**src/rtl/rgbd_pkg.sv**
```systemverilog
// Shared constants, types and state codes for the RGB distance similarity unit.
`timescale 1ns / 1ps

package rgbd_pkg;

   localparam int unsigned CHAN_W      = 8;
   localparam int unsigned SQ_SUM_W    = 18;   // 3 * 255 * 255 = 195075
   localparam int unsigned FRAC_SHIFT  = 16;
   localparam int unsigned RADICAND_W  = SQ_SUM_W + FRAC_SHIFT;
   localparam int unsigned DIST_W      = 17;   // floor(sqrt(195075 << 16)) = 113068
   localparam int unsigned ACC_W       = 40;
   localparam int unsigned CNT_W       = 23;
   localparam int unsigned SIM_W       = 17;
   localparam int unsigned MAXV_W      = CNT_W + DIST_W;

   localparam int unsigned MAX_PIXELS  = 4194304;
   localparam int unsigned CNT_FIELD_MAX = (1 << CNT_W) - 1;
   localparam int unsigned CNT_LIMIT   =
      (MAX_PIXELS < CNT_FIELD_MAX) ? MAX_PIXELS : CNT_FIELD_MAX;

   localparam int unsigned CHANNEL_SQ_MAX  = 255 * 255 * 3;
   localparam int unsigned SQRT_MAX_SUM    = 441;  // floor(sqrt(CHANNEL_SQ_MAX))
   localparam int unsigned DIST_FULL_SCALE = SQRT_MAX_SUM * 256;

   localparam int unsigned DIV_STEPS   = SIM_W;
   localparam int unsigned STEP_W      = $clog2(DIV_STEPS);

   localparam int unsigned QUEUE_DEPTH = 4;
   localparam int unsigned QUEUE_AW    = $clog2(QUEUE_DEPTH);
   localparam int unsigned QUEUE_CW    = $clog2(QUEUE_DEPTH + 1);

   typedef struct packed {
      logic [SQ_SUM_W-1:0] sq_sum;
      logic                final_pixel;
   } qentry_type;

   typedef struct packed {
      logic full;
      logic empty;
   } qstatus_type;

   typedef enum logic [2:0] {
      BK_IDLE,
      BK_ROOT,
      BK_ACCUM,
      BK_SCALE,
      BK_PREP,
      BK_DIVIDE,
      BK_OUTPUT
   } back_state_type;

endpackage

```
**src/rtl/rgbd_channels.sv**
```systemverilog
// Valid/ready channel interfaces for pixel pairs and image results.
`timescale 1ns / 1ps

interface rgbd_req_if;
   logic                         valid;
   logic                         ready;
   logic [rgbd_pkg::CHAN_W-1:0]  ref_red;
   logic [rgbd_pkg::CHAN_W-1:0]  ref_green;
   logic [rgbd_pkg::CHAN_W-1:0]  ref_blue;
   logic [rgbd_pkg::CHAN_W-1:0]  cand_red;
   logic [rgbd_pkg::CHAN_W-1:0]  cand_green;
   logic [rgbd_pkg::CHAN_W-1:0]  cand_blue;
   logic                         final_pixel;

   modport source (output valid, ref_red, ref_green, ref_blue, cand_red, cand_green,
                   cand_blue, final_pixel, input ready);
   modport sink (input valid, ref_red, ref_green, ref_blue, cand_red, cand_green,
                 cand_blue, final_pixel, output ready);
endinterface

interface rgbd_rsp_if;
   logic                        valid;
   logic                        ready;
   logic [rgbd_pkg::SIM_W-1:0]  similarity;
   logic [rgbd_pkg::ACC_W-1:0]  distance_total;
   logic [rgbd_pkg::CNT_W-1:0]  pixels_seen;

   modport source (output valid, similarity, distance_total, pixels_seen, input ready);
   modport sink (input valid, similarity, distance_total, pixels_seen, output ready);
endinterface

```
**src/rtl/rgbd_front.sv**
```systemverilog
// Front end: takes pixel pairs and forms the squared colour difference sum.
`timescale 1ns / 1ps

module rgbd_front (
   rgbd_req_if.sink                 req_chan,
   input  rgbd_pkg::qstatus_type    q_status,
   output logic                     push,
   output rgbd_pkg::qentry_type     push_data
);

   function automatic logic [2*rgbd_pkg::CHAN_W-1:0] sq_diff(
      input logic [rgbd_pkg::CHAN_W-1:0] a,
      input logic [rgbd_pkg::CHAN_W-1:0] b
   );
      logic [rgbd_pkg::CHAN_W-1:0] d;
      d = (a >= b) ? (a - b) : (b - a);
      return {{rgbd_pkg::CHAN_W{1'b0}}, d} * {{rgbd_pkg::CHAN_W{1'b0}}, d};
   endfunction

   logic [2*rgbd_pkg::CHAN_W-1:0] sq_r, sq_g, sq_b;

   assign sq_r = sq_diff(req_chan.ref_red,   req_chan.cand_red);
   assign sq_g = sq_diff(req_chan.ref_green, req_chan.cand_green);
   assign sq_b = sq_diff(req_chan.ref_blue,  req_chan.cand_blue);

   assign req_chan.ready = !q_status.full;
   assign push           = req_chan.valid && !q_status.full;

   always_comb begin
      push_data.sq_sum      = rgbd_pkg::SQ_SUM_W'(sq_r) + rgbd_pkg::SQ_SUM_W'(sq_g)
                            + rgbd_pkg::SQ_SUM_W'(sq_b);
      push_data.final_pixel = req_chan.final_pixel;
   end

endmodule

```
**src/rtl/rgbd_queue.sv**
```systemverilog
// Short FIFO that decouples the front end from the distance back end.
`timescale 1ns / 1ps

module rgbd_queue (
   input  logic                    clock,
   input  logic                    reset,
   input  logic                    push,
   input  rgbd_pkg::qentry_type    push_data,
   input  logic                    pop,
   output rgbd_pkg::qentry_type    head,
   output rgbd_pkg::qstatus_type   status
);

   rgbd_pkg::qentry_type entry_ff [rgbd_pkg::QUEUE_DEPTH];

   logic [rgbd_pkg::QUEUE_AW-1:0] wr_ptr_ff, wr_ptr_in;
   logic [rgbd_pkg::QUEUE_AW-1:0] rd_ptr_ff, rd_ptr_in;
   logic [rgbd_pkg::QUEUE_CW-1:0] count_ff, count_in;

   always_comb begin
      wr_ptr_in = push ? wr_ptr_ff + 1'b1 : wr_ptr_ff;
      rd_ptr_in = pop  ? rd_ptr_ff + 1'b1 : rd_ptr_ff;
      count_in  = count_ff;
      if (push && !pop) begin
         count_in = count_ff + 1'b1;
      end else if (pop && !push) begin
         count_in = count_ff - 1'b1;
      end
   end

   always_ff @(posedge clock) begin
      if (reset) begin
         wr_ptr_ff <= '0;
         rd_ptr_ff <= '0;
         count_ff  <= '0;
      end else begin
         wr_ptr_ff <= wr_ptr_in;
         rd_ptr_ff <= rd_ptr_in;
         count_ff  <= count_in;
      end
   end

   always_ff @(posedge clock) begin
      if (push) begin
         entry_ff[wr_ptr_ff] <= push_data;
      end
   end

   assign head         = entry_ff[rd_ptr_ff];
   assign status.full  = (count_ff == rgbd_pkg::QUEUE_CW'(rgbd_pkg::QUEUE_DEPTH));
   assign status.empty = (count_ff == '0);

   a_no_overfill: assert property (@(posedge clock) disable iff (reset)
      count_ff <= rgbd_pkg::QUEUE_CW'(rgbd_pkg::QUEUE_DEPTH))
      else $error("queue count beyond depth");

   a_no_push_full: assert property (@(posedge clock) disable iff (reset)
      status.full |-> !push)
      else $error("push into full queue");

   a_no_pop_empty: assert property (@(posedge clock) disable iff (reset)
      status.empty |-> !pop)
      else $error("pop from empty queue");

endmodule

```
**src/rtl/rgbd_back.sv**
```systemverilog
// Back end: iterative square root, accumulation and the final similarity division.
`timescale 1ns / 1ps

module rgbd_back (
   input  logic                    clock,
   input  logic                    reset,
   input  rgbd_pkg::qentry_type    head,
   input  rgbd_pkg::qstatus_type   q_status,
   output logic                    pop,
   rgbd_rsp_if.source              rsp_chan
);

   localparam logic [rgbd_pkg::RADICAND_W-1:0] ROOT_BIT_INIT =
      rgbd_pkg::RADICAND_W'(1) << (rgbd_pkg::RADICAND_W - 2);

   rgbd_pkg::back_state_type state_ff, state_in;

   logic [rgbd_pkg::RADICAND_W-1:0] rem_ff, rem_in;
   logic [rgbd_pkg::RADICAND_W-1:0] root_ff, root_in;
   logic [rgbd_pkg::RADICAND_W-1:0] bit_ff;
   logic                            final_ff;
   logic [rgbd_pkg::ACC_W-1:0]      acc_ff, acc_in;
   logic [rgbd_pkg::CNT_W-1:0]      cnt_ff, cnt_in;
   logic [rgbd_pkg::MAXV_W-1:0]     maxv_ff;
   logic [rgbd_pkg::MAXV_W-1:0]     div_rem_ff, div_rem_in;
   logic [rgbd_pkg::SIM_W-1:0]      quot_ff;
   logic [rgbd_pkg::STEP_W-1:0]     step_ff;
   logic                            div_ge;

   logic                            rsp_valid_ff;
   logic [rgbd_pkg::SIM_W-1:0]      rsp_sim_ff;
   logic [rgbd_pkg::ACC_W-1:0]      rsp_dist_ff;
   logic [rgbd_pkg::CNT_W-1:0]      rsp_cnt_ff;

   logic out_free;
   logic load_item, root_step, acc_load, scale_load, prep_load, div_step, out_load;

   assign out_free = !rsp_valid_ff || rsp_chan.ready;

   // next state
   always_comb begin
      state_in = state_ff;
      unique case (state_ff)
         rgbd_pkg::BK_IDLE:   if (!q_status.empty) state_in = rgbd_pkg::BK_ROOT;
         rgbd_pkg::BK_ROOT:   if (bit_ff[0]) state_in = rgbd_pkg::BK_ACCUM;
         rgbd_pkg::BK_ACCUM:  state_in = final_ff ? rgbd_pkg::BK_SCALE : rgbd_pkg::BK_IDLE;
         rgbd_pkg::BK_SCALE:  state_in = rgbd_pkg::BK_PREP;
         rgbd_pkg::BK_PREP:   state_in = rgbd_pkg::BK_DIVIDE;
         rgbd_pkg::BK_DIVIDE: begin
            if (step_ff == rgbd_pkg::STEP_W'(rgbd_pkg::DIV_STEPS - 1)) begin
               state_in = rgbd_pkg::BK_OUTPUT;
            end
         end
         rgbd_pkg::BK_OUTPUT: if (out_free) state_in = rgbd_pkg::BK_IDLE;
         default:             state_in = rgbd_pkg::BK_IDLE;
      endcase
   end

   // controls
   always_comb begin
      load_item  = 1'b0;
      root_step  = 1'b0;
      acc_load   = 1'b0;
      scale_load = 1'b0;
      prep_load  = 1'b0;
      div_step   = 1'b0;
      out_load   = 1'b0;
      unique case (state_ff)
         rgbd_pkg::BK_IDLE:   load_item  = !q_status.empty;
         rgbd_pkg::BK_ROOT:   root_step  = 1'b1;
         rgbd_pkg::BK_ACCUM:  acc_load   = 1'b1;
         rgbd_pkg::BK_SCALE:  scale_load = 1'b1;
         rgbd_pkg::BK_PREP:   prep_load  = 1'b1;
         rgbd_pkg::BK_DIVIDE: div_step   = 1'b1;
         rgbd_pkg::BK_OUTPUT: out_load   = out_free;
         default: ;
      endcase
   end

   assign pop = load_item;

   // one result bit of the root per cycle
   always_comb begin
      logic [rgbd_pkg::RADICAND_W:0] trial;
      trial = {1'b0, root_ff} + {1'b0, bit_ff};
      if ({1'b0, rem_ff} >= trial) begin
         rem_in  = rem_ff - trial[rgbd_pkg::RADICAND_W-1:0];
         root_in = (root_ff >> 1) + bit_ff;
      end else begin
         rem_in  = rem_ff;
         root_in = root_ff >> 1;
      end
   end

   always_comb begin
      logic [rgbd_pkg::ACC_W:0] sum;
      sum    = {1'b0, acc_ff} + (rgbd_pkg::ACC_W + 1)'(root_ff[rgbd_pkg::DIST_W-1:0]);
      acc_in = sum[rgbd_pkg::ACC_W] ? '1 : sum[rgbd_pkg::ACC_W-1:0];
      cnt_in = (cnt_ff < rgbd_pkg::CNT_W'(rgbd_pkg::CNT_LIMIT)) ? cnt_ff + 1'b1 : cnt_ff;
   end

   // restoring division; the first step has no shift since the dividend never exceeds maxv
   always_comb begin
      logic [rgbd_pkg::MAXV_W:0] shifted;
      logic [rgbd_pkg::MAXV_W:0] diff;
      shifted    = (step_ff == '0) ? {1'b0, div_rem_ff} : {div_rem_ff, 1'b0};
      diff       = shifted - {1'b0, maxv_ff};
      div_ge     = (shifted >= {1'b0, maxv_ff});
      div_rem_in = div_ge ? diff[rgbd_pkg::MAXV_W-1:0] : shifted[rgbd_pkg::MAXV_W-1:0];
   end

   always_ff @(posedge clock) begin
      if (reset) begin
         state_ff     <= rgbd_pkg::BK_IDLE;
         acc_ff       <= '0;
         cnt_ff       <= '0;
         rsp_valid_ff <= 1'b0;
      end else begin
         state_ff <= state_in;
         if (acc_load) begin
            acc_ff <= acc_in;
            cnt_ff <= cnt_in;
         end else if (out_load) begin
            acc_ff <= '0;
            cnt_ff <= '0;
         end
         if (out_load) begin
            rsp_valid_ff <= 1'b1;
         end else if (rsp_chan.ready) begin
            rsp_valid_ff <= 1'b0;
         end
      end
   end

   always_ff @(posedge clock) begin
      if (load_item) begin
         rem_ff   <= {head.sq_sum, {rgbd_pkg::FRAC_SHIFT{1'b0}}};
         root_ff  <= '0;
         bit_ff   <= ROOT_BIT_INIT;
         final_ff <= head.final_pixel;
      end else if (root_step) begin
         rem_ff  <= rem_in;
         root_ff <= root_in;
         bit_ff  <= bit_ff >> 2;
      end
      if (scale_load) begin
         maxv_ff <= {{rgbd_pkg::DIST_W{1'b0}}, cnt_ff}
                  * {{rgbd_pkg::CNT_W{1'b0}}, rgbd_pkg::DIST_W'(rgbd_pkg::DIST_FULL_SCALE)};
      end
      if (prep_load) begin
         div_rem_ff <= (rgbd_pkg::MAXV_W'(acc_ff) < maxv_ff)
                     ? maxv_ff - rgbd_pkg::MAXV_W'(acc_ff) : '0;
         quot_ff    <= '0;
         step_ff    <= '0;
      end else if (div_step) begin
         div_rem_ff <= div_rem_in;
         quot_ff    <= {quot_ff[rgbd_pkg::SIM_W-2:0], div_ge};
         step_ff    <= step_ff + 1'b1;
      end
      if (out_load) begin
         rsp_sim_ff  <= quot_ff;
         rsp_dist_ff <= acc_ff;
         rsp_cnt_ff  <= cnt_ff;
      end
   end

   assign rsp_chan.valid          = rsp_valid_ff;
   assign rsp_chan.similarity     = rsp_sim_ff;
   assign rsp_chan.distance_total = rsp_dist_ff;
   assign rsp_chan.pixels_seen    = rsp_cnt_ff;

   a_root_bit_onehot: assert property (@(posedge clock) disable iff (reset)
      state_ff == rgbd_pkg::BK_ROOT |-> $onehot(bit_ff))
      else $error("root step bit lost");

   a_clear_after_output: assert property (@(posedge clock) disable iff (reset)
      out_load |=> (acc_ff == '0) && (cnt_ff == '0) && rsp_valid_ff)
      else $error("state not cleared after result");

   a_sim_range: assert property (@(posedge clock) disable iff (reset)
      rsp_valid_ff |-> rsp_sim_ff <= rgbd_pkg::SIM_W'(1 << rgbd_pkg::FRAC_SHIFT))
      else $error("similarity out of range");

   a_count_nonzero: assert property (@(posedge clock) disable iff (reset)
      state_ff == rgbd_pkg::BK_SCALE |-> cnt_ff != '0)
      else $error("zero pixel count at image end");

endmodule

```
**src/rtl/rgb_distance_similarity_score_unit.sv**
```systemverilog
// Top level of the RGB distance similarity unit.
`timescale 1ns / 1ps

// Scores a candidate image against a reference, one pixel pair per item. The front end
// takes an item in the cycle it is offered whenever the four-entry queue has room; the
// back end then takes one pair at a time (fetch, bit-serial square root, accumulate)
// and fetches no new pair before the last is accumulated, so the sustained rate is set
// by the square-root unit. The pair flagged final_pixel then goes on through a scale
// multiply, set-up, 17-step division and result load, and yields one result item holding
// the similarity (16 fraction bits), the distance sum and the pixel count; the
// accumulators are then cleared for the next image. A pending result does not hold up
// accumulation of the next image, only the next image's final result.
module rgb_distance_similarity_score_unit (
   input  logic        clock,
   input  logic        reset,
   rgbd_req_if.sink    req_chan,
   rgbd_rsp_if.source  rsp_chan
);

   rgbd_pkg::qentry_type  push_data;
   rgbd_pkg::qentry_type  head;
   rgbd_pkg::qstatus_type q_status;
   logic                  push;
   logic                  pop;

   rgbd_front u_front (
      .req_chan  (req_chan),
      .q_status  (q_status),
      .push      (push),
      .push_data (push_data)
   );

   rgbd_queue u_queue (
      .clock     (clock),
      .reset     (reset),
      .push      (push),
      .push_data (push_data),
      .pop       (pop),
      .head      (head),
      .status    (q_status)
   );

   rgbd_back u_back (
      .clock     (clock),
      .reset     (reset),
      .head      (head),
      .q_status  (q_status),
      .pop       (pop),
      .rsp_chan  (rsp_chan)
   );

endmodule

```
**src/flat_wrapper.sv**
```systemverilog
// flat-port wrapper written by rule: the top's interface ports become plain ports
module rgb_distance_similarity_score_unit_flat 
  (clock, reset, req_chan_valid, req_chan_ref_red, req_chan_ref_green, req_chan_ref_blue, req_chan_cand_red, req_chan_cand_green, req_chan_cand_blue, req_chan_final_pixel, req_chan_ready, rsp_chan_valid, rsp_chan_similarity, rsp_chan_distance_total, rsp_chan_pixels_seen, rsp_chan_ready);
  rgbd_req_if req_chan_i ();
  rgbd_rsp_if rsp_chan_i ();
  input  logic clock;
  input  logic reset;
  input wire logic [$bits(req_chan_i.valid)-1:0] req_chan_valid;
  input wire logic [$bits(req_chan_i.ref_red)-1:0] req_chan_ref_red;
  input wire logic [$bits(req_chan_i.ref_green)-1:0] req_chan_ref_green;
  input wire logic [$bits(req_chan_i.ref_blue)-1:0] req_chan_ref_blue;
  input wire logic [$bits(req_chan_i.cand_red)-1:0] req_chan_cand_red;
  input wire logic [$bits(req_chan_i.cand_green)-1:0] req_chan_cand_green;
  input wire logic [$bits(req_chan_i.cand_blue)-1:0] req_chan_cand_blue;
  input wire logic [$bits(req_chan_i.final_pixel)-1:0] req_chan_final_pixel;
  output wire logic [$bits(req_chan_i.ready)-1:0] req_chan_ready;
  output wire logic [$bits(rsp_chan_i.valid)-1:0] rsp_chan_valid;
  output wire logic [$bits(rsp_chan_i.similarity)-1:0] rsp_chan_similarity;
  output wire logic [$bits(rsp_chan_i.distance_total)-1:0] rsp_chan_distance_total;
  output wire logic [$bits(rsp_chan_i.pixels_seen)-1:0] rsp_chan_pixels_seen;
  input wire logic [$bits(rsp_chan_i.ready)-1:0] rsp_chan_ready;
  assign req_chan_i.valid = req_chan_valid;
  assign req_chan_i.ref_red = req_chan_ref_red;
  assign req_chan_i.ref_green = req_chan_ref_green;
  assign req_chan_i.ref_blue = req_chan_ref_blue;
  assign req_chan_i.cand_red = req_chan_cand_red;
  assign req_chan_i.cand_green = req_chan_cand_green;
  assign req_chan_i.cand_blue = req_chan_cand_blue;
  assign req_chan_i.final_pixel = req_chan_final_pixel;
  assign req_chan_ready = req_chan_i.ready;
  assign rsp_chan_valid = rsp_chan_i.valid;
  assign rsp_chan_similarity = rsp_chan_i.similarity;
  assign rsp_chan_distance_total = rsp_chan_i.distance_total;
  assign rsp_chan_pixels_seen = rsp_chan_i.pixels_seen;
  assign rsp_chan_i.ready = rsp_chan_ready;
  rgb_distance_similarity_score_unit u_core (.clock(clock), .reset(reset), .req_chan(req_chan_i), .rsp_chan(rsp_chan_i));
endmodule
```
**config.mk**
```make
export PLATFORM = sky130hd
export DESIGN_NAME = rgb_distance_similarity_score_unit_flat
export DESIGN_NICKNAME = d
export VERILOG_FILES = /design/src/rtl/rgbd_pkg.sv /design/src/rtl/rgbd_channels.sv /design/src/rtl/rgbd_front.sv /design/src/rtl/rgbd_queue.sv /design/src/rtl/rgbd_back.sv /design/src/rtl/rgb_distance_similarity_score_unit.sv /design/src/flat_wrapper.sv
export SDC_FILE = /design/constraint.sdc
export NUM_CORES = 2
export LEC_CHECK = 0
export BUFFER_PORTS_ARGS = -buffer_cell sky130_fd_sc_hd__buf_2
export CORE_MARGIN = 5
export CORE_UTILIZATION = 43
export CTS_BUF_LIST = sky130_fd_sc_hd__clkbuf_4 sky130_fd_sc_hd__clkbuf_8
export CTS_CLUSTER_DIAMETER = 200
export DETAILED_ROUTE_END_ITERATION = 6
export SLEW_MARGIN = 10
export SYNTH_ARGS = -nofsm -noshare
export SYNTH_HDL_FRONTEND = slang
export SYNTH_SLANG_ARGS = --single-unit
export TNS_END_PERCENT = 100
```
**constraint.sdc**
```tcl
create_clock -name clock -period 12.9 [get_ports clock]
set_clock_uncertainty 0.15 [all_clocks]
set_input_delay 2.58 -clock clock [delete_from_list [all_inputs] [get_ports clock]]
set_output_delay 2.58 -clock clock [all_outputs]
set_load 0.01 [all_outputs]
```
==> reports/qor.csv <==
metric,value,unit
startpoint type of the worst setup path,primary input,
die width,297,um
busiest grt layer,met2,
drt drc,0,
Layout Nets,4487,
vias in the first global route,26541,
register area share after synthesis,0.303,
Post-Syn Area,35400,um2
Initial Util,0.432,
share of cells above drive strength 1,0.104,
Die H,297,um
total negative slack,0,ns
Mapped Cells,3689,
"Hold-fix buffers, CTS",0,
"EDFF count, synth",247,
CTS tree,yes,
IO Pins,135,
Synth cell types,94,
final hold viol count,0,
# setup viols final,0,
synth top area cells,"edfxtp_1 21%, ha_1 13%, fa_1 13%",
GR Util met3,0.0355,
total grt overflow,0,
most frequent CP cell,fa_1,
Yosys top cell area share,0.210,
Setup Buffers After CTS,0,
met2 Use GR,0.315,
crit-path max FO,10,
synthesized area per cell,9.58,um2
deepest clock path buffer count,3,
Core Region,81800,um2
outcome,"complete, no violations",
YS warnings,0,
fin crit share,0.878,
CP Data Arrival Time,11.51,ns
#FFs+latches synth,412,
CTS sink count,412,
Buffers on Ports,134,
DRT iter0 DRCs,1678,
Crit-path slowest cell,o311ai_0,
"Reg clk slew, reported paths",0.06,ns
die footprint,88000,um2
Synth async-reset ratio,0,
fmax,0.0883,GHz
"Slew Viols, Final",0,
WS Path Type,primary input to flip-flop,
Detailed Routing Iterations Pass 1,5,
Layout fillers,7780,
Syn Nets,4337,
CP max stage delay,0.62,ns
CTS resizes,0,
number of vias per cell,5.46,
crit path capture type,flip-flop,
Detail Route Antenna Nets,0,
global-route wire length before repair,143,mm
Max-Cap Viols,0,
WL per Instance,18.0,um
"wirelength, routed",89.2,mm
min Tclk post-route,11.33,ns
"Clk Latency, worst-skew pair",0.65,ns
Inserted Clock Buffers,73,
CP Data Required Time,13.08,ns
relative slew slack,0.171,
largest net degree at the start of global routing,73,
HP Class,flip-flop to flip-flop,
unrepaired setup endpoints after global routing,false,
top_reg_cell synth,edfxtp_1,
Area Growth Syn to Fin,9.94,%
Global Route Usage Sum,0.197,
met1 GRT Util,0.279,
initial antenna violation count,6,
"area leader, netlist",edfxtp_1,
detailed placement HPWL,68.5,mm
Max H-tree Level,3,
vias,27126,
Root Driver,clkbuf_8,
Slew @ Worst Pin,1.24,ns
FP Rows,105,
Final GP Congestion,0.927,
==> synthesized netlist by cell type (52+ instances only) <==
master,number
a21o_1,66
a21oi_1,225
clkbuf_1,79
dfxtp_1,165
edfxtp_1,247
fa_1,222
ha_1,373
inv_1,463
mux2i_1,52
nand2_1,282
nand3_1,84
nor2_1,244
nor3_1,84
o21ai_0,169
xnor2_1,131
xor2_1,93
==> logic make-up (layout without fill, tap and decap cells) <==
group | Yosys count | in the layout | synth area share
other cells | 0 | 4 | 0
compound gates | 847 | 847 | 0.157
mux | 113 | 113 | 0.0402
simple gates | 940 | 940 | 0.126
flops | 412 | 412 | 0.303
fa+ha+maj | 595 | 595 | 0.258
buf+inv | 558 | 766 | 0.0596
xor+xnor | 224 | 224 | 0.0555
==> through the flow <==
step                hold WS (ns)  area (um2)  worst slack, ns  instances   util
floorplan                  0.258       35400             1.63       3689      -
global placement           0.268       37300             1.10       4834  0.455
detailed placement         0.268       37300            0.967       4834  0.455
CTS                        0.282       38900             1.62       4967  0.475
global route               0.301       38900            0.965       4968  0.475
finish                     0.283       38900             1.57       4971  0.475
==> placed cells by master (no fill, tap or decap), types with 27 or more instances in the layout <==
cell type / n
nand2b_1: 40
o22ai_1: 27
xor2_1: 93
inv_1: 461
nand4_1: 27
edfxtp_1: 247
dfxtp_1: 165
o211ai_1: 28
a21oi_1: 225
fa_1: 222
a31oi_1: 42
o21bai_1: 27
clkbuf_8: 82
nor3_1: 84
nand2_1: 282
xnor2_1: 131
ha_1: 373
a211oi_1: 37
nor2_1: 242
buf_4: 35
mux2i_1: 52
a21o_1: 66
buf_2: 134
and3_1: 35
o21ai_0: 169
nand3_1: 84
mux2_2: 42
==> final timing paths <==
| kind | start | end | slack (ns) | cells past startpoint |
|---|---|---|---|---|
| setup / recovery | req_chan_ref_green[0] | u_core.u_queue.entry_ff[3][18] | 1.57 | 30 |
| hold / removal | u_core.u_back.quot_ff[16] | u_core.u_back.rsp_chan.similarity[16] | 0.28 | 0 |
| setup reg to reg | u_core.u_back.root_ff[4] | u_core.u_back.root_ff[30] | 5.92 | 17 |
| hold reg to reg | u_core.u_back.quot_ff[16] | u_core.u_back.rsp_chan.similarity[16] | 0.28 | 0 |
==> state kept, by name, indices dropped and copies added, names as in the netlist, 3 cells and up, named ones only <==
signal,count
u_core.u_back.acc_ff,40
u_core.u_back.cnt_ff,23
u_core.u_back.rsp_chan.pixels_seen,23
u_core.u_back.state_ff,3
u_core.u_back.rsp_chan.distance_total,40
u_core.u_back.rem_ff,34
u_core.u_back.quot_ff,17
u_core.u_queue.count_ff,3
u_core.u_back.rsp_chan.similarity,17
u_core.u_back.div_rem_ff,40
u_core.u_queue.entry_ff,76
u_core.u_back.maxv_ff,32
u_core.u_back.step_ff,5
u_core.u_back.root_ff,34
u_core.u_back.bit_ff,17
==> area by class of cell <==
cell class,instances,area (um2),area share
flip-flops and latches,412,10700,0.276
repair buffers,169,933,0.0240
well taps,1070,1340,0.0344
inverters,464,1740,0.0449
clock inverters,36,334,0.00860
diodes,4,10.0,0.000258
multi-input cells,2719,22500,0.580
clock buffers,97,1240,0.0319
==> per-layer routing <==
metal	share of wire	vias to the layer above	wire length (um)
met5	0.00030	-	27
met4	0.020	4	1760
met3	0.056	117	5030
met2	0.45	605	40100
met1	0.47	12982	42300
li1	-	13418	-
==> critical path: cells and delay by family <==
| family | cells | cell delay (ns) |
|---|---|---|
| muxes | 2 | 0.82 |
| and+or+nand+nor | 1 | 0.30 |
| AOI/OAI and AO/OA | 12 | 3.13 |
| buffers and inverters | 5 | 0.31 |
| adders and majority gates | 10 | 4.35 |
Power is left out: the tool's default activity adds up to more than one toggle a clock period on the data nets, which glitch-free logic cannot reach.
